## src/design/lcr_pkg.sv

```systemverilog
// Shared types, codes and constants for the load-cell reader.
`default_nettype none
package lcr_pkg;

    // Default converter sample width
    localparam int SAMPLE_BITS_DEF = 24;
    // Width of the stored, sign-extended sample
    localparam int STORE_W = 32;
    // Width of the sample value port
    localparam int VALUE_W = 24;

    // Item kinds
    localparam logic OP_TICK = 1'b0;
    localparam logic OP_BUS  = 1'b1;

    // Bus event codes
    localparam logic [2:0] BUS_ADDR_WR = 3'd0;
    localparam logic [2:0] BUS_RX_BYTE = 3'd1;
    localparam logic [2:0] BUS_TX_NEXT = 3'd2;
    localparam logic [2:0] BUS_TX_END  = 3'd3;
    localparam logic [2:0] BUS_OTHER   = 3'd4;

    // Motor command bytes
    localparam logic [7:0] CMD_UP   = 8'h55;  // 'U'
    localparam logic [7:0] CMD_DOWN = 8'h44;  // 'D'
    localparam logic [7:0] CMD_STOP = 8'h53;  // 'S'

    // H-bridge drive codes: bit 0 = in1, bit 1 = in2
    localparam logic [1:0] DRV_OFF   = 2'd0;
    localparam logic [1:0] DRV_RAISE = 2'd1;
    localparam logic [1:0] DRV_LOWER = 2'd2;

    // Converter read sequencer phase
    typedef enum logic [1:0] {
        PH_IDLE = 2'd0,
        PH_HIGH = 2'd1,
        PH_LOW  = 2'd2
    } phase_t;

    // Converter side of one result word
    typedef struct packed {
        logic               sck_level;
        logic               sample_valid;
        logic [VALUE_W-1:0] sample_value;
    } adc_res_t;

    // Bus side of one result word
    typedef struct packed {
        logic       motor_in1;
        logic       motor_in2;
        logic [7:0] tx_byte;
        logic       tx_valid;
    } bus_res_t;

endpackage
`default_nettype wire

```

## src/design/load_cell_reader_i2c_slave.sv

```systemverilog
// Top level of the load-cell reader with bus slave and motor control.
//
//   channel | handshake          | payload
//   --------+--------------------+-----------------------------------------------
//   in      | in_valid/in_ready  | opcode, dt_level, bus_status, bus_data
//   out     | out_valid/out_ready| sck_level, motor_in1, motor_in2, tx_byte,
//           |                    | tx_valid, sample_valid, sample_value
//
// Each word gives one result word after it is taken, passing through the input
// register and then the result register. One word per cycle is sustained while the
// output is not stalled; the state update sits between the two registers.
// Reset clears the sequencer, stored sample, byte index and motor drive state.
// A stalled output holds the result register and then the input register.
`default_nettype none
module load_cell_reader_i2c_slave #(
    parameter int SAMPLE_BITS = lcr_pkg::SAMPLE_BITS_DEF
) (
    input  wire logic                                clk,
    input  wire logic                                rst_n,
    input  wire logic                                in_valid,
    output logic                                     in_ready,
    input  wire logic                                opcode,
    input  wire logic                                dt_level,
    input  wire logic [2:0]                          bus_status,
    input  wire logic [7:0]                          bus_data,
    output logic                                     out_valid,
    input  wire logic                                out_ready,
    output logic                                     sck_level,
    output logic                                     motor_in1,
    output logic                                     motor_in2,
    output logic [7:0]                               tx_byte,
    output logic                                     tx_valid,
    output logic                                     sample_valid,
    output logic signed [lcr_pkg::VALUE_W-1:0]       sample_value
);

    logic                           s1_valid_reg;
    logic                           s1_opcode_reg;
    logic                           s1_dt_reg;
    logic [2:0]                     s1_status_reg;
    logic [7:0]                     s1_data_reg;
    logic                           s1_adv;
    logic                           step;
    logic                           out_valid_reg;
    lcr_pkg::adc_res_t              adc_res;
    lcr_pkg::bus_res_t              bus_res;
    lcr_pkg::adc_res_t              adc_out_reg;
    lcr_pkg::bus_res_t              bus_out_reg;
    logic [lcr_pkg::STORE_W-1:0]    stored_sample;

    // Move words forward whenever the result register frees up
    assign s1_adv   = !out_valid_reg || out_ready;
    assign step     = s1_valid_reg && s1_adv;
    assign in_ready = !s1_valid_reg || s1_adv;

    // Input register
    always_ff @(posedge clk or negedge rst_n)
    begin
        if (!rst_n)
            s1_valid_reg <= 1'b0;
        else if (in_ready)
            s1_valid_reg <= in_valid;
    end

    always_ff @(posedge clk)
    begin
        if (in_valid && in_ready)
        begin
            s1_opcode_reg <= opcode;
            s1_dt_reg     <= dt_level;
            s1_status_reg <= bus_status;
            s1_data_reg   <= bus_data;
        end
    end

    lcr_adc_seq #(
        .SAMPLE_BITS (SAMPLE_BITS)
    ) u_adc (
        .clk           (clk),
        .rst_n         (rst_n),
        .step          (step),
        .opcode        (s1_opcode_reg),
        .dt_level      (s1_dt_reg),
        .res           (adc_res),
        .stored_sample (stored_sample)
    );

    lcr_bus_srv u_bus (
        .clk           (clk),
        .rst_n         (rst_n),
        .step          (step),
        .opcode        (s1_opcode_reg),
        .bus_status    (s1_status_reg),
        .bus_data      (s1_data_reg),
        .stored_sample (stored_sample),
        .res           (bus_res)
    );

    // Result register
    always_ff @(posedge clk or negedge rst_n)
    begin
        if (!rst_n)
            out_valid_reg <= 1'b0;
        else if (s1_adv)
            out_valid_reg <= s1_valid_reg;
    end

    always_ff @(posedge clk)
    begin
        if (step)
        begin
            adc_out_reg <= adc_res;
            bus_out_reg <= bus_res;
        end
    end

    assign out_valid    = out_valid_reg;
    assign sck_level    = adc_out_reg.sck_level;
    assign sample_valid = adc_out_reg.sample_valid;
    assign sample_value = signed'(adc_out_reg.sample_value);
    assign motor_in1    = bus_out_reg.motor_in1;
    assign motor_in2    = bus_out_reg.motor_in2;
    assign tx_byte      = bus_out_reg.tx_byte;
    assign tx_valid     = bus_out_reg.tx_valid;

`ifndef SYNTH
    // A tick and a bus event never report in the same word
    a_excl_events: assert property (@(posedge clk) disable iff (!rst_n)
        out_valid |-> !(tx_valid && sample_valid))
        else $error("tx_valid and sample_valid together");

    // A finished sample leaves the converter clock low
    a_done_clk_low: assert property (@(posedge clk) disable iff (!rst_n)
        (out_valid && sample_valid) |-> !sck_level)
        else $error("sample completed with clock high");

    // The H-bridge is never driven both ways
    a_motor_safe: assert property (@(posedge clk) disable iff (!rst_n)
        out_valid |-> !(motor_in1 && motor_in2))
        else $error("both motor pins high");

    // Bytes not loaded for transmit read as zero
    a_tx_zero: assert property (@(posedge clk) disable iff (!rst_n)
        (out_valid && !tx_valid) |-> (tx_byte == 8'd0))
        else $error("tx_byte nonzero without tx_valid");
`endif

endmodule
`default_nettype wire

```

## src/design/lcr_adc_seq.sv

```systemverilog
// Converter read sequencer: clock pulses, bit shifting and sample storage.
`default_nettype none
module lcr_adc_seq #(
    parameter int SAMPLE_BITS = lcr_pkg::SAMPLE_BITS_DEF
) (
    input  wire logic                          clk,
    input  wire logic                          rst_n,
    input  wire logic                          step,
    input  wire logic                          opcode,
    input  wire logic                          dt_level,
    output lcr_pkg::adc_res_t                  res,
    output logic [lcr_pkg::STORE_W-1:0]        stored_sample
);

    localparam int PCNT_W = $clog2(SAMPLE_BITS + 2);
    localparam logic [PCNT_W-1:0] LAST_PULSE = PCNT_W'(SAMPLE_BITS + 1);

    lcr_pkg::phase_t                phase_reg, phase_next;
    logic [PCNT_W-1:0]              pulse_reg, pulse_next;
    logic [SAMPLE_BITS-1:0]         shift_reg, shift_next;
    logic [lcr_pkg::STORE_W-1:0]    store_reg, store_next;
    logic                           done;

    // Advance the read sequence on each clock tick
    always_comb
    begin
        phase_next = phase_reg;
        pulse_next = pulse_reg;
        shift_next = shift_reg;
        store_next = store_reg;
        done       = 1'b0;
        if (opcode == lcr_pkg::OP_TICK)
        begin
            unique case (phase_reg)
                lcr_pkg::PH_HIGH:
                begin
                    if (pulse_reg >= LAST_PULSE)
                    begin
                        store_next = lcr_pkg::STORE_W'(signed'(shift_reg));
                        done       = 1'b1;
                        phase_next = lcr_pkg::PH_IDLE;
                        pulse_next = '0;
                    end
                    else
                    begin
                        phase_next = lcr_pkg::PH_LOW;
                    end
                end
                lcr_pkg::PH_LOW:
                begin
                    shift_next = {shift_reg[SAMPLE_BITS-2:0], dt_level};
                    pulse_next = pulse_reg + PCNT_W'(1);
                    phase_next = lcr_pkg::PH_HIGH;
                end
                default:
                begin
                    // Wait in idle until the converter pulls data low
                    phase_next = lcr_pkg::PH_IDLE;
                    if (!dt_level)
                    begin
                        shift_next = '0;
                        pulse_next = PCNT_W'(1);
                        phase_next = lcr_pkg::PH_HIGH;
                    end
                end
            endcase
        end
    end

    // Hold sequencer state between accepted words
    always_ff @(posedge clk or negedge rst_n)
    begin
        if (!rst_n)
        begin
            phase_reg <= lcr_pkg::PH_IDLE;
            pulse_reg <= '0;
            shift_reg <= '0;
            store_reg <= '0;
        end
        else if (step)
        begin
            phase_reg <= phase_next;
            pulse_reg <= pulse_next;
            shift_reg <= shift_next;
            store_reg <= store_next;
        end
    end

    // Report pin level and sample after this word
    always_comb
    begin
        res.sck_level    = (phase_next == lcr_pkg::PH_HIGH);
        res.sample_valid = done;
        res.sample_value = store_next[lcr_pkg::VALUE_W-1:0];
    end

    assign stored_sample = store_reg;

endmodule
`default_nettype wire

```

## src/design/lcr_bus_srv.sv

```systemverilog
// Bus slave service: motor commands and byte-wise sample readout.
`default_nettype none
module lcr_bus_srv (
    input  wire logic                          clk,
    input  wire logic                          rst_n,
    input  wire logic                          step,
    input  wire logic                          opcode,
    input  wire logic [2:0]                    bus_status,
    input  wire logic [7:0]                    bus_data,
    input  wire logic [lcr_pkg::STORE_W-1:0]   stored_sample,
    output lcr_pkg::bus_res_t                  res
);

    logic [1:0] motor_reg, motor_next;
    logic [1:0] idx_reg, idx_next;
    logic [7:0] tx_byte;
    logic       tx_valid;

    // Decode bus events
    always_comb
    begin
        motor_next = motor_reg;
        idx_next   = idx_reg;
        tx_byte    = 8'd0;
        tx_valid   = 1'b0;
        if (opcode == lcr_pkg::OP_BUS)
        begin
            unique case (bus_status)
                lcr_pkg::BUS_RX_BYTE:
                begin
                    priority if (bus_data == lcr_pkg::CMD_UP)
                        motor_next = lcr_pkg::DRV_RAISE;
                    else if (bus_data == lcr_pkg::CMD_DOWN)
                        motor_next = lcr_pkg::DRV_LOWER;
                    else if (bus_data == lcr_pkg::CMD_STOP)
                        motor_next = lcr_pkg::DRV_OFF;
                    else
                        motor_next = motor_reg;
                end
                lcr_pkg::BUS_TX_NEXT:
                begin
                    tx_byte  = stored_sample[{idx_reg, 3'b000} +: 8];
                    tx_valid = 1'b1;
                    idx_next = idx_reg + 2'd1;
                end
                lcr_pkg::BUS_TX_END:
                begin
                    idx_next = 2'd0;
                end
                default:
                begin
                    // Addressed write and other events leave state alone
                    idx_next = idx_reg;
                end
            endcase
        end
    end

    // Hold motor drive and byte index
    always_ff @(posedge clk or negedge rst_n)
    begin
        if (!rst_n)
        begin
            motor_reg <= lcr_pkg::DRV_OFF;
            idx_reg   <= 2'd0;
        end
        else if (step)
        begin
            motor_reg <= motor_next;
            idx_reg   <= idx_next;
        end
    end

    always_comb
    begin
        res.motor_in1 = motor_next[0];
        res.motor_in2 = motor_next[1];
        res.tx_byte   = tx_byte;
        res.tx_valid  = tx_valid;
    end

endmodule
`default_nettype wire

```

## config.mk

```make
export PLATFORM = sky130hd
export DESIGN_NAME = load_cell_reader_i2c_slave
export DESIGN_NICKNAME = d
export VERILOG_FILES = /design/src/design/lcr_pkg.sv /design/src/design/load_cell_reader_i2c_slave.sv /design/src/design/lcr_adc_seq.sv /design/src/design/lcr_bus_srv.sv
export SDC_FILE = /design/constraint.sdc
export NUM_CORES = 1
export LEC_CHECK = 0
export CORE_UTILIZATION = 50
export DETAILED_ROUTE_END_ITERATION = 6
export DONT_BUFFER_PORTS = 1
export HOLD_SLACK_MARGIN = 0.06
export PLACE_DENSITY = 0.66
export RECOVER_POWER = 25
export SYNTH_ARGS = -nofsm -noshare
export SYNTH_HDL_FRONTEND = slang
export SYNTH_SLANG_ARGS = --single-unit
export TNS_END_PERCENT = 100
```

## constraint.sdc

```tcl
create_clock -name clk -period 2.7 [get_ports clk]
set_clock_uncertainty 0.05 [all_clocks]
set_input_delay 0.405 -clock clk [delete_from_list [all_inputs] [get_ports clk]]
set_output_delay 0.405 -clock clk [all_outputs]
set_load 0.03 [all_outputs]
```

==> results.md, run 1 <==
- Status: finished with violations
- Failing checks: max-capacitance violations, max-slew violations
- Post-synth EDFFs: 50
- Post-CTS Resized: 0
- GR Util met2: 28.9%
- Cell taking the most area after synthesis: dfrtp_1
- Final min period: 2.21 ns
- Final instance area: 5300 µm²
- CTS clk-pin slew, worst paths: 0.10 ns
- Hold Path Class: input pin to register
- Final setup violation count: 0
- Worst-Margin Slew: 1.59 ns
- Crit. End Element: register
- Die Width: 100 µm
- Top Ports: 56
- Final ANT Viol Nets: 0
- Initial antenna violation count: 0
- Inst Count DP: 497
- Total Power: 0.00356 W
- Max_cap viols: 1
- GRT Residual Overflow: 0
- Post-synthesis average cell area: 12.7 µm²
- Port bufs: 0
- CP Max Fanout: 25
- Met3 Use GR: 4.87%
- CTS max path bufs: 2
- CP startpoint kind: register
- Slowest-stage cell, CP: dfrtp_1
- Detailed placement HPWL: 5440 µm
- Cells after synthesis: 379
- Critical path buffers and inverters: 3
- Synth area leaders: dfrtp_1 32%, edfxtp_1 31%, mux2_2 6.8%
- Seq/Total Area, Yosys: 63.3%
- Largest register FFs: 25
- Hold Buf Count CTS: 15
- Peak Freq: 453 MHz
- Root Driver: clkbuf_8
- Post-synthesis cell type count: 42
- Synth Register Bits: 112
- Largest net degree at the start of global routing: 63
- CP top delay family: buffers and inverters
- Post-synth top flop: dfrtp_1
- Post-Syn Area: 4820 µm²
- CTS H-tree depth: 3
- Synth top area share: 32.2%
- Worst IR Drop VDD: 0.000531 V
- Worst endpoint required time: 2.91 ns
- CORE AREA: 9280 µm²
- Synth-to-Final Area Change: 9.83%
- CP arrival: 2.41 ns
- Routed WL: 8710 µm
- Setup ws final: 0.494 ns
- Total CTS buffers: 9
- Unrepaired setup endpoints after global routing: false
- Vias in the first global route: 2814
- Routed WL per cell: 16.5 µm
- Die H: 100 µm
- GRT Total Usage: 18.9%
- Max incr delay on CP: 0.41 ns
- Global-route wire length before repair: 14300 µm
- Ant. Diodes: 0
- RD Place Congestion: 0.766
- Drt first pass iters: 4
- Die area: 10000 µm²
- CTS tree: built
- Met1 GRT Util: 26.0%
- Post-CTS Setup Inserts: 0
- DRC errors left: 0
- Non-Filler Instances: 528
- Kind of critical path: register to register
- Layout Nets: 415
- Dpl ws: 0.485 ns
- Yosys warns: 0
- Drt via density: 5.50
- Leakage: 2.12 nW
- Final Max Tran Viols: 63
- Row cnt: 35
- Critical path, cell by cell: inv_1 -> ha_1 -> inv_2 -> nor4_4 -> and2_1 -> buf_4 -> mux2_2
- FILL cells: 803
- Clock sink count: 112
- Setup_tns: 0 ns
- 1st-iter DRT viols: 96
- Final-report hold violation count: 0
- Final period utilization: 81.7%
- GRT Max-Usage Layer: met2
- Async SR Flop Fraction: 55.4%
- Relative slew margins: -5.68%
- Starting Density: 51.9%
- Mapped Nets: 400
- P per Cell Area: 672 nW/µm²
- Vias: 2906
- Clk_lat worst skew: 0.37 ns
- Area of placed instances: 4950 µm²
- Layout cells sized above 1: 14.3%
==> area by class of cell <==
type,instances,area (µm²),share of cell area (%)
flip-flops and latches,112,3050,57.6
multi-input cells,239,1650,31.1
repair buffers,22,198,3.73
well taps,129,161,3.05
clock buffers,10,128,2.41
clock inverters,6,70.1,1.32
inverters,10,37.5,0.709
==> synth_stat cells (2+ instances only) <==
library cell  instances
and2_1                4
nor3_1                2
buf_2                 2
a31oi_1               2
clkbuf_1             13
o311ai_0              2
buf_6                 2
inv_1                 9
mux2_2               29
nand2_1              53
nand3_1               8
ha_1                  4
o31ai_1               6
nor2b_1              10
nor2_1                5
a211oi_1             17
dfrtp_1              62
nand2b_1              7
mux2_1               20
o211ai_1              4
edfxtp_1             50
nand3b_1              4
or3_1                 2
o21ai_0              42
a21oi_1               3
==> path summary, 6_finish.rpt <==
kind	from	slack, ns	depth (start not counted)	endpoint
setup / recovery	u_adc.phase_reg[1]	0.49	7	u_adc.stored_sample[0]
setup reg to reg	u_adc.phase_reg[1]	0.49	7	u_adc.stored_sample[0]
max in group asynchronous	rst_n	0.72	2	u_adc.shift_reg[17]
hold / removal	in_valid	0.10	1	s1_valid_reg
min in group asynchronous	rst_n	0.93	2	u_bus.motor_reg[1]
hold reg to reg	u_adc.stored_sample[24]	0.45	1	u_adc.stored_sample[24]
==> per-stage QoR <==
stage | util, % | hold WS (ns)
after CTS | 57.3 | 0.0676
after global placement | 53.4 | 0.0628
final | 57.0 | 0.103
after detailed placement | 53.4 | 0.0631
after floorplan | - | 0.0594
after global routing | 57.0 | 0.0976
==> power breakdown <==
part | switching [W] | internal (W)
clock | 0.000555 | 0.000435
sequential | 0.000209 | 0.00190
combinational | 0.000300 | 0.000161
==> cell usage in the layout (no fill, tap or decap), types with 2 or more instances in the layout <==
| cell type | Yosys | final |
|---|---|---|
| mux2_2 | 29 | 29 |
| nand3_1 | 8 | 8 |
| nand3b_1 | 4 | 4 |
| o31ai_1 | 6 | 6 |
| edfxtp_1 | 50 | 50 |
| and2_1 | 4 | 4 |
| a211oi_1 | 17 | 17 |
| or3_1 | 2 | 2 |
| mux2_1 | 20 | 20 |
| nor3_1 | 2 | 2 |
| clkinv_4 | 0 | 4 |
| dfrtp_1 | 62 | 62 |
| buf_4 | 1 | 7 |
| nor2b_1 | 10 | 10 |
| o211ai_1 | 4 | 4 |
| a31oi_1 | 2 | 2 |
| dlygate4sd3_1 | 0 | 14 |
| ha_1 | 4 | 4 |
| clkbuf_8 | 0 | 9 |
| nor2_1 | 5 | 5 |
| nand2b_1 | 7 | 7 |
| nand2_1 | 53 | 53 |
| o21ai_0 | 42 | 42 |
| o311ai_0 | 2 | 2 |
| inv_1 | 9 | 9 |
| a21oi_1 | 3 | 3 |
==> kinds of logic (layout without fill, tap and decap cells) <==
| logic type | after synthesis | in the layout | synth area share [%] |
|---|---|---|---|
| and+or+nand+nor | 102 | 102 | 10.6 |
| AOI/OAI and AO/OA | 83 | 83 | 10.8 |
| xor gates and xnor gates | 1 | 1 | 0.182 |
| muxes | 49 | 49 | 11.4 |
| adders and majority gates | 4 | 4 | 1.04 |
| DFF | 112 | 112 | 63.3 |
| buffers and inverters | 28 | 48 | 2.62 |
==> per-layer routing <==
metal / routed length (µm) / part of all wire [%]
met3: 365 / 4.2
met2: 4150 / 48
met4: 141 / 1.6
met5: 0 / 0
met1: 4050 / 47
Power figures use the tool's default switching activity.
==> run 2, diff against run 1 <==
- ABC_AREA: unset -> 1
- clock period: 2.7 -> 2.3 ns (I/O delays scaled with it)
==> run 2 against run 1 <==
Effect of this change:
- the run now ends clean
- clock-buffer cell count did not move
- total power rose by 75%
- area after synthesis rose by 7.3%
- largest cell class unchanged
- highest routed layer unchanged
==> results.md, run 2 <==
- Most frequent cells in the layout: 70 x inv_1, 68 x nand2_1, 62 x dfrtp_1
- Slowest-stage cell, CP: dfrtp_1
- Drt via density: 5.46
- CP arrival: 1.99 ns
- Final Max Tran Viols: 0
- Largest register FFs: 25
- Int Pwr: 0.00382 W
- Hold Path Class: input pin to register
- Unrepaired setup endpoints after global routing: false
- CTS max path bufs: 2
- Post-CTS Resized: 0
- Yosys warns: 0
- CTS tree: built
- Final min period: 1.91 ns
- Synth cell count leaders: 70 x inv_1, 68 x nand2_1, 62 x dfrtp_1
- P per Cell Area: 1110 nW/µm²
- Post-synth EDFFs: 50
- Critical path, cell by cell: inv_1 -> ha_1 -> nor2_2 -> nand3_4 -> nand3_4 -> nand2_1 -> and2_1
- Clock power frac: 18.4%
- Cells after synthesis: 516
- Top Ports: 56
- Starting Density: 52.2%
- Die Width: 104 µm
- Synth top area share: 30.0%
- Die H: 104 µm
- FILL cells: 883
- Initial antenna violation count: 0
- Root Driver: clkbuf_8
- CP Max Fanout: 25
- Ant. Diodes: 0
- Global-route wire length before repair: 16800 µm
- Vias in the first global route: 3457
- Commonest non-fill, non-tap cell in the layout: inv_1
- Final period utilization: 83.2%
- CTS clk-pin slew, worst paths: 0.10 ns
- Relative slew margins: 4.37%
- Port bufs: 0
- Vias: 3628
- Post-Syn Area: 5170 µm²
- Leakage: 2.41 nW
- 1st-iter DRT viols: 202
- Final ANT Viol Nets: 0
- Total CTS buffers: 9
- Setup ws final: 0.387 ns
- Synth-to-Final Area Change: 8.76%
- Routed WL per cell: 15.0 µm
- Most frequent cell after synthesis: inv_1
- Synth area leaders: dfrtp_1 30%, edfxtp_1 29%, nand3_1 5.1%
- Final setup violation count: 0
- Setup_tns: 0 ns
- CORE AREA: 9910 µm²
- CTS H-tree depth: 3
- Detailed placement HPWL: 6540 µm
- Status: finished clean
- Net Switching: 0.00240 W
- Mapped Nets: 537
- DRC errors left: 0
- Seq/Total Area, Yosys: 59.0%
- Cell taking the most area after synthesis: dfrtp_1
- Sequential Power Share: 53.7%
- Routed WL: 9940 µm
- Largest net degree at the start of global routing: 88
- Top cell by count, worst path: nand3_4
- Crit. End Element: register
- Worst IR Drop VDD: 0.000483 V
- Post-synthesis cell type count: 37
- Drt first pass iters: 5
- Max_cap viols: 0
- Peak Freq: 523 MHz
- Final-report hold violation count: 0
- Post-synth top flop: dfrtp_1
- GRT Total Usage: 19.7%
- Switching Fraction: 38.6%
- RD Place Congestion: 0.863
- Async SR Flop Fraction: 55.4%
- Combinational Power Share: 27.9%
- Layout cells sized above 1: 11.7%
- Layout Nets: 548
- Die area: 10800 µm²
- Kind of critical path: register to register
- Clk_lat worst skew: 0.37 ns
- CP startpoint kind: register
- Dpl ws: 0.391 ns
- Post-synthesis average cell area: 10.0 µm²
- Clock sink count: 112
- GRT Residual Overflow: 0
- Max incr delay on CP: 0.38 ns
- Row cnt: 36
- Synth Register Bits: 112
- Worst endpoint required time: 2.37 ns
- Worst-Margin Slew: 1.43 ns
==> run 2: timing repair <==
item,4_1_cts,5_1_grt
endpoints found under the hold margin,76,0
hold buffers,16,0
setup buffers,0,0
==> run 2: area by class of cell <==
cell class                      count  area, µm²  area share [%]
Multi-Input combinational cell    302       1680            29.8
Tap cell                          133        166            2.96
Sequential cell                   112       3050            54.3
Timing Repair Buffer               25        248            4.40
Clock buffer                       10        128            2.27
Inverter                           77        294            5.23
Clock inverter                      6       60.1            1.07
==> run 2: cells by family (layout without fill, tap and decap cells) <==
| group | Yosys count | after routing | synth area share [%] |
|---|---|---|---|
| buffers and inverters | 102 | 118 | 8.56 |
| DFF | 112 | 112 | 59.0 |
| AOI/OAI and AO/OA | 78 | 78 | 8.90 |
| and+or+nand+nor | 219 | 219 | 22.4 |
| xor gates and xnor gates | 1 | 1 | 0.169 |
| adders and majority gates | 4 | 4 | 0.968 |
==> run 2: metrics by stage <==
stage | hold WS, ns | cells | cell area [µm²] | utilization (%) | total power (W)
3_5_place_dp | 0.00233 | 633 | 5280 | 53.3 | 0.00508
3_3_place_gp | 0.00296 | 633 | 5280 | 53.3 | 0.00502
2_1_floorplan | -0.000591 | 516 | 5170 | - | 0.00464
6_report | 0.125 | 665 | 5630 | 56.8 | 0.00622
4_1_cts | 0.0949 | 665 | 5650 | 57.0 | 0.00625
5_1_grt | 0.124 | 665 | 5630 | 56.8 | 0.00662
==> run 2: final timing paths <==
kind / start / depth (start not counted) / endpoint / slack (ns)
setup / recovery: u_adc.pulse_reg[1] / 7 / sample_value[5] / 0.39
hold / removal: out_ready / 3 / out_valid / 0.13
setup reg to reg: u_adc.pulse_reg[1] / 7 / sample_value[5] / 0.39
hold reg to reg: u_bus.motor_reg[0] / 2 / u_bus.motor_reg[0] / 0.44
max in group asynchronous: rst_n / 2 / u_adc.stored_sample[2] / 0.51
min in group asynchronous: rst_n / 2 / s1_valid_reg / 0.78
==> run 2: critical path: cells and delay by family (launching register included) <==
family,cells,cell delay [ns]
adder cells (fa/ha/maj),1,0.20
buffers and inverters,1,0.10
flip-flops,1,0.38
AND/OR/NAND/NOR,5,0.94
==> run 2: power by group through the flow <==
stage | Combinational [W] | Clock (W) | Sequential (W)
floorplan | 0.00137 | 0 | 0.00327
global placement | 0.00165 | 0 | 0.00337
detailed placement | 0.00170 | 0 | 0.00338
CTS | 0.00175 | 0.00116 | 0.00334
global route | 0.00198 | 0.00124 | 0.00340
finish | 0.00174 | 0.00114 | 0.00334
==> run 2: metal layers <==
layer  global-route usage, %  up-vias  part of all wire, %
li1                        -     1758                    -
met1                    26.5     1759                   46
met2                    32.5       98                   49
met3                    3.96       13                  4.5
met4                    6.02        0                  1.1
met5                       0        -                    0
==> run 3, diff against run 2 <==
- PLACE_DENSITY: 0.66 -> 0.69
- clock period: 2.3 -> 1.7 ns (I/O delays scaled with it)
==> run 3 against run 2 <==
Effect of this change:
- the run now ends with negative hold slack left
- global-route usage increased by 0.25 points
- core utilization increased by 3.9 points
- clock-buffer cell count rose by 3
- cell area is 6.9% higher
- hold slack got worse by 0.61 ns
- clock power grew 25%
- first-iteration DRC count rose by 7.9%
- maximum frequency grew 15%
- final cell count rose by 3.6%
- critical endpoint is now sample_value[22]
- largest cell class unchanged
==> results.md, run 3 (synthesis gave the netlist of run 2 again) <==
- Largest register FFs: 25
- Crit. End Element: register
- Drt first pass iters: 5
- Final min period: 1.67 ns
- DRC errors left: 0
- Initial antenna violation count: 0
- Hold Buf Count CTS: 15
- Critical path, cell by cell: inv_2 -> ha_4 -> inv_2 -> nor2_4 -> buf_12 -> buf_12 -> nand4_1 -> and2_1
- Starting Density: 52.2%
- Final setup violation count: 0
- Max incr delay on CP: 0.40 ns
- P per Cell Area: 1460 nW/µm²
- CP arrival: 1.75 ns
- Max layer used: met4
- Clock sink count: 112
- Global-route wire length before repair: 16800 µm
- Largest net degree at the start of global routing: 63
- Failing checks: negative hold slack
- 1st-iter DRT viols: 218
- Layout Nets: 572
- Max_cap viols: 0
- CORE AREA: 9910 µm²
- CTS max path bufs: 2
- CTS H-tree depth: 3
- Relative slew margins: 69.6%
- GRT Residual Overflow: 0
- Worst IR Drop VDD: 0.000551 V
- Met2 wire len: 5240 µm
- Routed WL per cell: 15.5 µm
- Slowest-stage cell, CP: dfrtp_1
- Setup ws final: 0.0322 ns
- Final period utilization: 98.1%
- Hold Path Class: input pin to async pin
- FILL cells: 776
- Leakage: 2.59 nW
- Status: finished with violations
- Final Max Tran Viols: 0
- CTS clk-pin slew, worst paths: 0.10 ns
- Worst endpoint required time: 1.79 ns
- Row cnt: 36
- CP startpoint kind: register
- Kind of critical path: register to register
- Synth-to-Final Area Change: 16.2%
- GRT Total Usage: 20.0%
- Non-Filler Instances: 689
- Peak Freq: 600 MHz
- Most frequent cells in the layout: 68 x inv_1, 67 x nand2_1, 61 x dfrtp_1
- CTS tree: built
- Dpl ws: 0.0352 ns
- RD Place Congestion: 0.785
- Vias in the first global route: 3488
- Die Width: 104 µm
- Top Ports: 56
- Drt via density: 5.45
- Commonest non-fill, non-tap cell in the layout: inv_1
- Total Power: 0.00878 W
- Die area: 10800 µm²
- Unrepaired setup endpoints after global routing: true
- Routed WL: 10700 µm
- Final Hold Slack: -0.482 ns
- Die H: 104 µm
- Root Driver: clkbuf_8
- Area of placed instances: 5450 µm²
- Layout cells sized above 1: 16.9%
- Worst-Margin Slew: 0.457 ns
- Met1 wire length: 4760 µm
- Final instance area: 6010 µm²
- Clk_lat worst skew: 0.37 ns
- Port bufs: 0
- Final ANT Viol Nets: 0
- Met3 wire length: 455 µm
- Total CTS buffers: 9
- Final-report hold violation count: 62
- Ant. Diodes: 0
- Vias: 3758
- Detailed placement HPWL: 6740 µm
- Inst Count DP: 648
- CP Max Fanout: 8
[run 3: worst paths after layout]
kind,to,cells past startpoint,slack [ns],from
worst max register to register,sample_value[22],8,0.03,u_adc.phase_reg[1]
min in group clk,u_bus.motor_reg[0],2,0.45,u_bus.motor_reg[0]
max in group asynchronous,u_adc.stored_sample[2],0,1.95,rst_n
worst min-delay path,s1_valid_reg,0,-0.48,rst_n
worst min register to register,u_bus.motor_reg[0],2,0.45,u_bus.motor_reg[0]
worst max-delay path,sample_value[22],8,0.03,u_adc.phase_reg[1]
[run 3: layout make-up]
class / instances / area [µm²] / area share, %
well taps: 133 / 166 / 2.77
flip-flops and latches: 112 / 3050 / 50.8
clock buffers: 13 / 149 / 2.48
inverters: 77 / 294 / 4.89
repair buffers: 49 / 593 / 9.87
clock inverters: 3 / 17.5 / 0.291
multi-input cells: 302 / 1740 / 28.9
[run 3: routing by layer]
| metal | up-vias | GRT usage [%] |
|---|---|---|
| met1 | 1818 | 26.8 |
| met5 | - | 0 |
| met3 | 22 | 3.90 |
| met2 | 117 | 31.9 |
| met4 | 0 | 8.27 |
| li1 | 1801 | - |
[run 3: stage by stage]
stage	util, %	TNS (ns)
finish	60.7	0
global route	60.7	-0.0556
CTS	58.1	0
detailed placement	54.9	0
global placement	54.9	0
floorplan	-	0
[run 3: timing repair]
item	CTS	global route
gates resized for setup	0	19
setup endpoints to repair	0	41
hold endpoints to repair	77	62
buffers inserted	0	3
[run 3: critical path: cells and delay by family, from the launching register on]
family / cells / cell delay (ns)
flip-flops: 1 / 0.40
AND/OR/NAND/NOR: 3 / 0.47
buffers and inverters: 4 / 0.38
adder cells (fa/ha/maj): 1 / 0.13
[run 3: where the power goes]
group	switching, W	internal [W]	total (W)
Combinational	0.00166	0.00115	0.00281
Clock	0.000857	0.000573	0.00143
Sequential	0.000856	0.00368	0.00454
